$ cat src/hw/rtl/isou_pkg.sv
// ---------------------------------------------------------------------------
// isou_pkg: shared types and constants of the date-time to Unix seconds block
// Character codes, field positions, records passed between stages and the
// month offset table of the March-based civil day count.
// ---------------------------------------------------------------------------
package isou_pkg;

    localparam logic [4:0] FULL_LEN    = 5'd19;
    localparam logic [4:0] POS_DASH_Y  = 5'd4;
    localparam logic [4:0] POS_DASH_M  = 5'd7;
    localparam logic [4:0] POS_T       = 5'd10;
    localparam logic [4:0] POS_COLON_H = 5'd13;
    localparam logic [4:0] POS_COLON_M = 5'd16;

    localparam logic [7:0] CH_0     = 8'h30;
    localparam logic [7:0] CH_9     = 8'h39;
    localparam logic [7:0] CH_DASH  = 8'h2D;
    localparam logic [7:0] CH_T     = 8'h54;
    localparam logic [7:0] CH_SPACE = 8'h20;
    localparam logic [7:0] CH_COLON = 8'h3A;

    localparam int MONTH_MAX  = 12;
    localparam int DAY_MAX    = 31;
    localparam int HOUR_MAX   = 23;
    localparam int MINUTE_MAX = 59;
    localparam int SECOND_MAX = 60;

    // Years are biased by one full 400-year cycle so all floors stay positive.
    localparam int YEAR_BIAS     = 400;
    localparam int DAYS_PER_YEAR = 365;
    localparam int DAYS_BIAS     = 719468 + 146097;
    localparam int RECIP_100     = 5243;
    localparam int RECIP_SHIFT   = 19;
    localparam int HOUR_SEC      = 3600;
    localparam int MINUTE_SEC    = 60;
    localparam int DAY_SEC       = 86400;

    localparam longint SECS_MIN = -64'sd62167219200;
    localparam longint SECS_MAX = 64'sd253402300800;

    typedef struct packed {
        logic [13:0] year;
        logic [3:0]  month;
        logic [4:0]  day;
        logic [4:0]  hour;
        logic [5:0]  minute;
        logic [5:0]  second;
        logic        ok;
    } rec_t;

    typedef struct packed {
        logic [21:0] p365;
        logic [7:0]  c100;
        logic [5:0]  c400;
        logic [11:0] s4;
        logic [8:0]  doy;
        logic [16:0] h_sec;
        logic [11:0] ms_sec;
        logic        ok;
    } part_t;

    typedef struct packed {
        logic signed [22:0] days;
        logic [16:0]        tod;
        logic               ok;
    } day_t;

    // Days from March 1 to the first of the given month.
    function automatic logic [8:0] month_offset(input logic [3:0] m);
        logic [8:0] r;
        case (m)
            4'd3:    r = 9'd0;
            4'd4:    r = 9'd31;
            4'd5:    r = 9'd61;
            4'd6:    r = 9'd92;
            4'd7:    r = 9'd122;
            4'd8:    r = 9'd153;
            4'd9:    r = 9'd184;
            4'd10:   r = 9'd214;
            4'd11:   r = 9'd245;
            4'd12:   r = 9'd275;
            4'd1:    r = 9'd306;
            4'd2:    r = 9'd337;
            default: r = 9'd0;
        endcase
        return r;
    endfunction

endpackage

$ cat src/hw/rtl/isou_parse.sv
// ---------------------------------------------------------------------------
// isou_parse: character front end
// Checks separators, accumulates the decimal fields and hands one record
// per string to the date stage when the last character arrives.
// ---------------------------------------------------------------------------
module isou_parse (
    input  logic          clk,
    input  logic          rst_n,
    input  logic          in_valid,
    output logic          in_ready,
    input  logic [7:0]    char_code,
    input  logic          is_last,
    output logic          rec_valid,
    input  logic          rec_ready,
    output isou_pkg::rec_t rec
);
    import isou_pkg::*;

    logic [4:0]  pos_reg, pos_step, pos_next;
    logic [13:0] year_reg, year_step, year_next;
    logic [6:0]  month_reg, month_step, month_next;
    logic [6:0]  day_reg, day_step, day_next;
    logic [6:0]  hour_reg, hour_step, hour_next;
    logic [6:0]  minute_reg, minute_step, minute_next;
    logic [6:0]  second_reg, second_step, second_next;
    logic        bad_reg, bad_step, bad_next;
    logic        rec_valid_reg, rec_valid_next;
    rec_t        rec_reg, rec_next;
    logic        accept, load, is_digit, ok;
    logic [3:0]  digit;

    assign accept   = in_valid && in_ready;
    assign load     = accept && is_last;
    assign in_ready = !rec_valid_reg || rec_ready;
    assign is_digit = (char_code >= CH_0) && (char_code <= CH_9);
    assign digit    = char_code[3:0];

    always_comb
    begin
        pos_step    = pos_reg;
        year_step   = year_reg;
        month_step  = month_reg;
        day_step    = day_reg;
        hour_step   = hour_reg;
        minute_step = minute_reg;
        second_step = second_reg;
        bad_step    = bad_reg;
        if (accept && (pos_reg < FULL_LEN))
        begin
            pos_step = pos_reg + 5'd1;
            case (pos_reg) inside
                POS_DASH_Y, POS_DASH_M:
                    if (char_code != CH_DASH) bad_step = 1'b1;
                POS_T:
                    if ((char_code != CH_T) && (char_code != CH_SPACE)) bad_step = 1'b1;
                POS_COLON_H, POS_COLON_M:
                    if (char_code != CH_COLON) bad_step = 1'b1;
                default:
                begin
                    if (!is_digit)
                        bad_step = 1'b1;
                    else if (pos_reg < POS_DASH_Y)
                        year_step = 14'(18'(year_reg) * 18'd10 + 18'(digit));
                    else if (pos_reg < POS_DASH_M)
                        month_step = 7'(11'(month_reg) * 11'd10 + 11'(digit));
                    else if (pos_reg < POS_T)
                        day_step = 7'(11'(day_reg) * 11'd10 + 11'(digit));
                    else if (pos_reg < POS_COLON_H)
                        hour_step = 7'(11'(hour_reg) * 11'd10 + 11'(digit));
                    else if (pos_reg < POS_COLON_M)
                        minute_step = 7'(11'(minute_reg) * 11'd10 + 11'(digit));
                    else
                        second_step = 7'(11'(second_reg) * 11'd10 + 11'(digit));
                end
            endcase
        end
    end

    assign ok = (pos_step == FULL_LEN) && !bad_step
             && (month_step >= 7'd1) && (month_step <= 7'(MONTH_MAX))
             && (day_step >= 7'd1) && (day_step <= 7'(DAY_MAX))
             && (hour_step <= 7'(HOUR_MAX)) && (minute_step <= 7'(MINUTE_MAX))
             && (second_step <= 7'(SECOND_MAX));

    // The string state starts over after the last character.
    always_comb
    begin
        pos_next    = load ? '0 : pos_step;
        year_next   = load ? '0 : year_step;
        month_next  = load ? '0 : month_step;
        day_next    = load ? '0 : day_step;
        hour_next   = load ? '0 : hour_step;
        minute_next = load ? '0 : minute_step;
        second_next = load ? '0 : second_step;
        bad_next    = load ? 1'b0 : bad_step;
        rec_valid_next = load ? 1'b1 : (rec_ready ? 1'b0 : rec_valid_reg);
        rec_next = rec_reg;
        if (load)
        begin
            rec_next.year   = year_step;
            rec_next.month  = month_step[3:0];
            rec_next.day    = day_step[4:0];
            rec_next.hour   = hour_step[4:0];
            rec_next.minute = minute_step[5:0];
            rec_next.second = second_step[5:0];
            rec_next.ok     = ok;
        end
    end

    always_ff @(posedge clk or negedge rst_n)
    begin
        if (!rst_n)
        begin
            pos_reg       <= '0;
            year_reg      <= '0;
            month_reg     <= '0;
            day_reg       <= '0;
            hour_reg      <= '0;
            minute_reg    <= '0;
            second_reg    <= '0;
            bad_reg       <= 1'b0;
            rec_valid_reg <= 1'b0;
        end
        else
        begin
            pos_reg       <= pos_next;
            year_reg      <= year_next;
            month_reg     <= month_next;
            day_reg       <= day_next;
            hour_reg      <= hour_next;
            minute_reg    <= minute_next;
            second_reg    <= second_next;
            bad_reg       <= bad_next;
            rec_valid_reg <= rec_valid_next;
        end
    end

    always_ff @(posedge clk)
    begin
        rec_reg <= rec_next;
    end

    assign rec_valid = rec_valid_reg;
    assign rec       = rec_reg;

endmodule

$ cat src/hw/rtl/isou_days.sv
// ---------------------------------------------------------------------------
// isou_days: civil day count
// Two stages: the year products and floors, then the day sum and the time
// of day.
// ---------------------------------------------------------------------------
module isou_days (
    input  logic           clk,
    input  logic           rst_n,
    input  logic           in_valid,
    output logic           in_ready,
    input  isou_pkg::rec_t rec,
    output logic           out_valid,
    input  logic           out_ready,
    output isou_pkg::day_t day_out
);
    import isou_pkg::*;

    logic        part_valid_reg, part_valid_next;
    logic        day_valid_reg, day_valid_next;
    logic        part_ready;
    part_t       part_reg, part_next;
    day_t        day_reg, day_next;
    logic [13:0] s;
    logic [11:0] s4;
    logic [26:0] prod100;
    logic [24:0] prod400;
    logic [24:0] days_sum;

    assign part_ready = !day_valid_reg || out_ready;
    assign in_ready   = !part_valid_reg || part_ready;

    // January and February count as months of the previous year.
    assign s       = rec.year + 14'(YEAR_BIAS) - ((rec.month <= 4'd2) ? 14'd1 : 14'd0);
    assign s4      = s[13:2];
    assign prod100 = 27'(s) * 27'(RECIP_100);
    assign prod400 = 25'(s4) * 25'(RECIP_100);

    always_comb
    begin
        part_next        = part_reg;
        part_valid_next  = part_ready ? 1'b0 : part_valid_reg;
        if (in_valid && in_ready)
        begin
            part_valid_next  = 1'b1;
            part_next.p365   = 22'(s) * 22'(DAYS_PER_YEAR);
            part_next.c100   = prod100[26:RECIP_SHIFT];
            part_next.c400   = prod400[24:RECIP_SHIFT];
            part_next.s4     = s4;
            part_next.doy    = month_offset(rec.month) + 9'(rec.day) - 9'd1;
            part_next.h_sec  = 17'(rec.hour) * 17'(HOUR_SEC);
            part_next.ms_sec = 12'(rec.minute) * 12'(MINUTE_SEC) + 12'(rec.second);
            part_next.ok     = rec.ok;
        end
    end

    assign days_sum = 25'(part_reg.p365) + 25'(part_reg.s4) - 25'(part_reg.c100)
                    + 25'(part_reg.c400) + 25'(part_reg.doy) - 25'(DAYS_BIAS);

    always_comb
    begin
        day_next       = day_reg;
        day_valid_next = out_ready ? 1'b0 : day_valid_reg;
        if (part_valid_reg && part_ready)
        begin
            day_valid_next = 1'b1;
            day_next.days  = $signed(days_sum[22:0]);
            day_next.tod   = part_reg.h_sec + 17'(part_reg.ms_sec);
            day_next.ok    = part_reg.ok;
        end
    end

    always_ff @(posedge clk or negedge rst_n)
    begin
        if (!rst_n)
        begin
            part_valid_reg <= 1'b0;
            day_valid_reg  <= 1'b0;
        end
        else
        begin
            part_valid_reg <= part_valid_next;
            day_valid_reg  <= day_valid_next;
        end
    end

    always_ff @(posedge clk)
    begin
        part_reg <= part_next;
        day_reg  <= day_next;
    end

    assign out_valid = day_valid_reg;
    assign day_out   = day_reg;

endmodule

$ cat src/hw/rtl/isou_secs.sv
// ---------------------------------------------------------------------------
// isou_secs: seconds scaling and output register
// Multiplies the day count by the day length, adds the time of day and
// holds the result, zero for a rejected string, until the sink takes it.
// ---------------------------------------------------------------------------
module isou_secs (
    input  logic           clk,
    input  logic           rst_n,
    input  logic           in_valid,
    output logic           in_ready,
    input  isou_pkg::day_t day_in,
    output logic           out_valid,
    input  logic           out_ready,
    output logic [38:0]    secs,
    output logic           ok
);
    import isou_pkg::*;

    logic               valid_reg, valid_next;
    logic [38:0]        secs_reg, secs_next;
    logic               ok_reg, ok_next;
    logic signed [40:0] days_ext;
    logic signed [40:0] secs_wide;

    assign in_ready  = !valid_reg || out_ready;
    assign days_ext  = 41'(day_in.days);
    assign secs_wide = days_ext * $signed(41'(DAY_SEC)) + $signed({24'b0, day_in.tod});

    always_comb
    begin
        secs_next  = secs_reg;
        ok_next    = ok_reg;
        valid_next = out_ready ? 1'b0 : valid_reg;
        if (in_valid && in_ready)
        begin
            valid_next = 1'b1;
            ok_next    = day_in.ok;
            secs_next  = day_in.ok ? secs_wide[38:0] : '0;
        end
    end

    always_ff @(posedge clk or negedge rst_n)
    begin
        if (!rst_n)
            valid_reg <= 1'b0;
        else
            valid_reg <= valid_next;
    end

    always_ff @(posedge clk)
    begin
        secs_reg <= secs_next;
        ok_reg   <= ok_next;
    end

    assign out_valid = valid_reg;
    assign secs      = secs_reg;
    assign ok        = ok_reg;

endmodule

$ cat src/hw/rtl/iso8601_to_unix_seconds.sv
// ---------------------------------------------------------------------------
// iso8601_to_unix_seconds: ISO 8601 date-time string to Unix seconds
// From the last character the result passes the parser record, year-part, day and output registers.
// Throughput: one character per cycle; stalls only when all four stage
// registers hold results and the sink is not ready.
// The per-character work is a compare and a decimal accumulate; the date
// arithmetic is spread over three stages after the parser register.
// Reset clears the string state and all stage valid flags; no clearing pass.
// ---------------------------------------------------------------------------
module iso8601_to_unix_seconds (
    input  logic        clk,
    input  logic        rst_n,
    input  logic        s_axis_tvalid,
    output logic        s_axis_tready,
    input  logic [7:0]  s_axis_tdata,   // [7:0] char_code
    input  logic        s_axis_tlast,
    output logic        m_axis_tvalid,
    input  logic        m_axis_tready,
    output logic [39:0] m_axis_tdata,   // [38:0] unix_seconds, [39] zero
    output logic [0:0]  m_axis_tuser    // [0] valid_res
);
    import isou_pkg::*;

    logic        rec_valid, rec_ready;
    rec_t        rec;
    logic        day_valid, day_ready;
    day_t        day;
    logic [38:0] secs;
    logic        ok;

    isou_parse u_parse (
        .clk       (clk),
        .rst_n     (rst_n),
        .in_valid  (s_axis_tvalid),
        .in_ready  (s_axis_tready),
        .char_code (s_axis_tdata),
        .is_last   (s_axis_tlast),
        .rec_valid (rec_valid),
        .rec_ready (rec_ready),
        .rec       (rec)
    );

    isou_days u_days (
        .clk       (clk),
        .rst_n     (rst_n),
        .in_valid  (rec_valid),
        .in_ready  (rec_ready),
        .rec       (rec),
        .out_valid (day_valid),
        .out_ready (day_ready),
        .day_out   (day)
    );

    isou_secs u_secs (
        .clk       (clk),
        .rst_n     (rst_n),
        .in_valid  (day_valid),
        .in_ready  (day_ready),
        .day_in    (day),
        .out_valid (m_axis_tvalid),
        .out_ready (m_axis_tready),
        .secs      (secs),
        .ok        (ok)
    );

    assign m_axis_tdata = {1'b0, secs};
    assign m_axis_tuser = ok;

    // A rejected string always reports zero seconds.
    a_zero_when_rejected: assert property (@(posedge clk) disable iff (!rst_n)
        m_axis_tvalid && !m_axis_tuser[0] |-> m_axis_tdata == 40'd0)
        else $error("rejected string with nonzero seconds");

    // An accepted string stays inside the four-digit year span.
    a_secs_in_span: assert property (@(posedge clk) disable iff (!rst_n)
        m_axis_tvalid && m_axis_tuser[0] |->
            ($signed(m_axis_tdata[38:0]) >= SECS_MIN) &&
            ($signed(m_axis_tdata[38:0]) <= SECS_MAX))
        else $error("seconds outside the representable date span");

    // The last character of a string always produces a record.
    a_last_makes_record: assert property (@(posedge clk) disable iff (!rst_n)
        s_axis_tvalid && s_axis_tready && s_axis_tlast |=> rec_valid)
        else $error("last character did not produce a record");

    // A record waiting for the date stage is never dropped.
    a_record_held: assert property (@(posedge clk) disable iff (!rst_n)
        rec_valid && !rec_ready |=> rec_valid && $stable(rec))
        else $error("stalled record lost");

endmodule

$ cat config.mk
export PLATFORM = sky130hd
export DESIGN_NAME = iso8601_to_unix_seconds
export DESIGN_NICKNAME = d
export VERILOG_FILES = /design/src/hw/rtl/isou_pkg.sv /design/src/hw/rtl/isou_parse.sv /design/src/hw/rtl/isou_days.sv /design/src/hw/rtl/isou_secs.sv /design/src/hw/rtl/iso8601_to_unix_seconds.sv
export SDC_FILE = /design/constraint.sdc
export NUM_CORES = 1
export LEC_CHECK = 0
export BUFFER_PORTS_ARGS = -buffer_cell sky130_fd_sc_hd__clkbuf_2
export CORE_MARGIN = 8
export CORE_UTILIZATION = 70
export CTS_BUF_LIST = sky130_fd_sc_hd__clkbuf_4 sky130_fd_sc_hd__clkbuf_8
export DETAILED_ROUTE_END_ITERATION = 12
export PLACE_DENSITY = 0.95
export SYNTH_ARGS = -nofsm -noshare
export SYNTH_HDL_FRONTEND = slang
export SYNTH_HIERARCHICAL = 1
export SYNTH_SLANG_ARGS = --single-unit
$ cat constraint.sdc
create_clock -name clk -period 19.5 [get_ports clk]
set_input_delay 3.9 -clock clk [delete_from_list [all_inputs] [get_ports clk]]
set_output_delay 3.9 -clock clk [all_outputs]
set_load 0.02 [all_outputs]
==> flow_summary.ini <==
[global_routing]
grt.overflow.total = 0
antenna_found_initial = 0
grt_max_degree = 83
first_global_vias = 23700
grt_pass1_wl_um = 119000
grt_util_all_layers_pct = 29.6

[routing]
drt-total-wl_um = 73200
final_antenna_net_count = 0
wl_per_cell_um = 20.7
drc = 0
drt-pass1-iter-count = 6
drtIter0Drc = 2037
vias_per_cell = 6.21
vias = 22000

[setup_path]
r2r_slack_ns = 10.55
crit_type = in2out
critPathSlowestCell = nand2b_1
crit_buf_inv = 2
worstReg2RegEnd = u_days/part_reg[56]
end_kind = primary output
critical-path-max-stage-delay_ns = 0.39
path_max_fanout = 6
startpoint_type = primary input
crit_chain = clkbuf_2 > nand2b_1 > nand3b_1 > nand2b_1 > clkbuf_2
critPathArrivalTime_ns = 5.16
r2r_start = u_parse/rec[23]
crit_family = simple AND/OR/NAND/NOR gates
cp.required_ns = 15.60
ff2ff_path_depth = 31

[synthesis]
synth.most_common_cell = inv_1
netlist_area_mm2 = 0.0295
synth.distinct_cells = 106
ys.warnings.count = 6
yosysTopAreaCell = ha_1
synthArstFlopShare_pct = 22.4
yosys-top-cells-area = ha_1, edfxtp_1, fa_1
synth-edff-count = 204
synth_top_area_share_pct = 20.8
seq_area_frac_synth_pct = 25.8
synth_nets = 3664
synth-seq-cells = 263
synthFlopType = edfxtp_1
syn_avg_cell_area_um2 = 10.2
post_synth_inst_count = 2898
netlist_top_cells_count = inv_1, ha_1, fa_1

[placement]
io_buffers = 54
gp_congestion = 0.966
dp_hpwl_um = 54600

[worst_hold_path]
hp-class = reg2reg
worstHoldStart = u_parse/rec[0]
hold-path-endpoint = u_days/part_reg[0]
worstHoldPathCells = 0

[cts]
cts_sinks = 263
postCtsSetupBuffers = 0
cts_tree = built
cts-root-buf = clkbuf_8
cts.repair.resized = 0
htreeDepth = 2
clk_latency_ns = 0.62
numCtsBuffers = 44
cts.path.max_buffers = 3
clkTransAtPathRegs_ns = 0.06
ctsHoldBuffers = 0

[finish]
n_antenna_cell = 0
drive_gt1_share_pct = 7.03
nNetsFinal = 3732
fillCellCount = 2466
largest_register_ffs = 82
syn_to_final_growth_pct = 6.20

[sta]
slew_viol_final = 0
slew_headroom_pct = 25.7
max_slew.worst_pin.slew_ns = 1.11
setup_viol = 0
fin_worst_skew_ns = 0.0365
timing.fmax_mhz = 110
setup_tns_ns = 0
timing.final.crit_period_ns = 9.06
final-hold-violation-count = 0
rsz0062_at_grt = no
period_share_pct = 46.4

[die]
core_area_mm2 = 0.0418
rows = 75
ios = 56
die_h_um = 221
die-area_mm2 = 0.0490
dieWidth_um = 221
start_util_pct = 70.7

[job]
timing.max_cap.violations = 0

[status]
status = finished, final reports clean
==> worst max path at each step <==
stage                          startpoint                  end  slack [ns]  depth (start not counted)
after floorplan             m_axis_tready        s_axis_tready       11.08                          3
after global placement      m_axis_tready        s_axis_tready       10.61                          5
after detailed placement    m_axis_tready        s_axis_tready       10.53                          5
after CTS                   m_axis_tready        s_axis_tready       10.45                          5
after global routing      u_parse/rec[23]  u_days/part_reg[56]        9.95                         31
final                       m_axis_tready        s_axis_tready       10.44                          5
==> cell type report <==
class                           instances  area [um2]  share of cell area (%)
Multi-Input combinational cell       1987       19500                    62.1
Sequential cell                       263        7600                    24.3
Inverter                              605        2270                    7.25
Clock buffer                           59         737                    2.35
Tap cell                              539         674                    2.15
Timing Repair Buffer                   65         353                    1.13
Clock inverter                         22         249                   0.794
==> routing by layer <==
layer / GRT usage (%) / wire (um)
met1: 32.9 / 26800
met2: 53.2 / 36800
met3: 5.29 / 5130
met4: 17.0 / 4450
met5: 0 / 0
==> through the flow <==
step | hold WS (ns) | cells | worst slack (ns) | util, % | instance area (um2)
2_1_floorplan | 0.400 | 2898 | 11.08 | - | 29500
3_3_place_gp | 0.406 | 3459 | 10.61 | 72.7 | 30400
3_5_place_dp | 0.405 | 3459 | 10.53 | 72.7 | 30400
4_1_cts | 0.428 | 3540 | 10.45 | 75.1 | 31300
5_1_grt | 0.445 | 3540 | 9.95 | 75.1 | 31300
6_report | 0.428 | 3540 | 10.44 | 75.1 | 31300
==> worst register-to-register path: cells and delay by family, from the launching register on <==
family          cells  cell delay, ns
xor+xnor            2            0.88
simple gates        3            0.49
buf+inv             9            0.98
compound gates      7            2.16
fa+ha+maj          10            3.74
flops               1            0.44
==> layout by cell type (no fill, tap or decap), drive strengths merged, types with 24 or more instances in the layout <==
master  count
nor3       34
a21oi     132
xnor2     122
nand2b     28
inv       607
fa        263
clkbuf    113
o21ai      93
nand3      34
dfrtp      59
o21a       32
edfxtp    204
and2       48
a21o       52
ha        490
nor2b      24
nor2      131
xor2       66
nand2     138
==> cells by family after synthesis <==
logic type	after synthesis	synth area share [%]
AOI/OAI and AO/OA	444	9.89
buffers and inverters	648	8.38
DFF	263	25.8
muxes	32	1.22
xor gates and xnor gates	189	5.83
adders and majority gates	753	38.6
other	1	0.0127
and+or+nand+nor	568	10.3
Power is left out: the tool's default activity adds up to more than one toggle a clock period on the data nets, which glitch-free logic cannot reach.
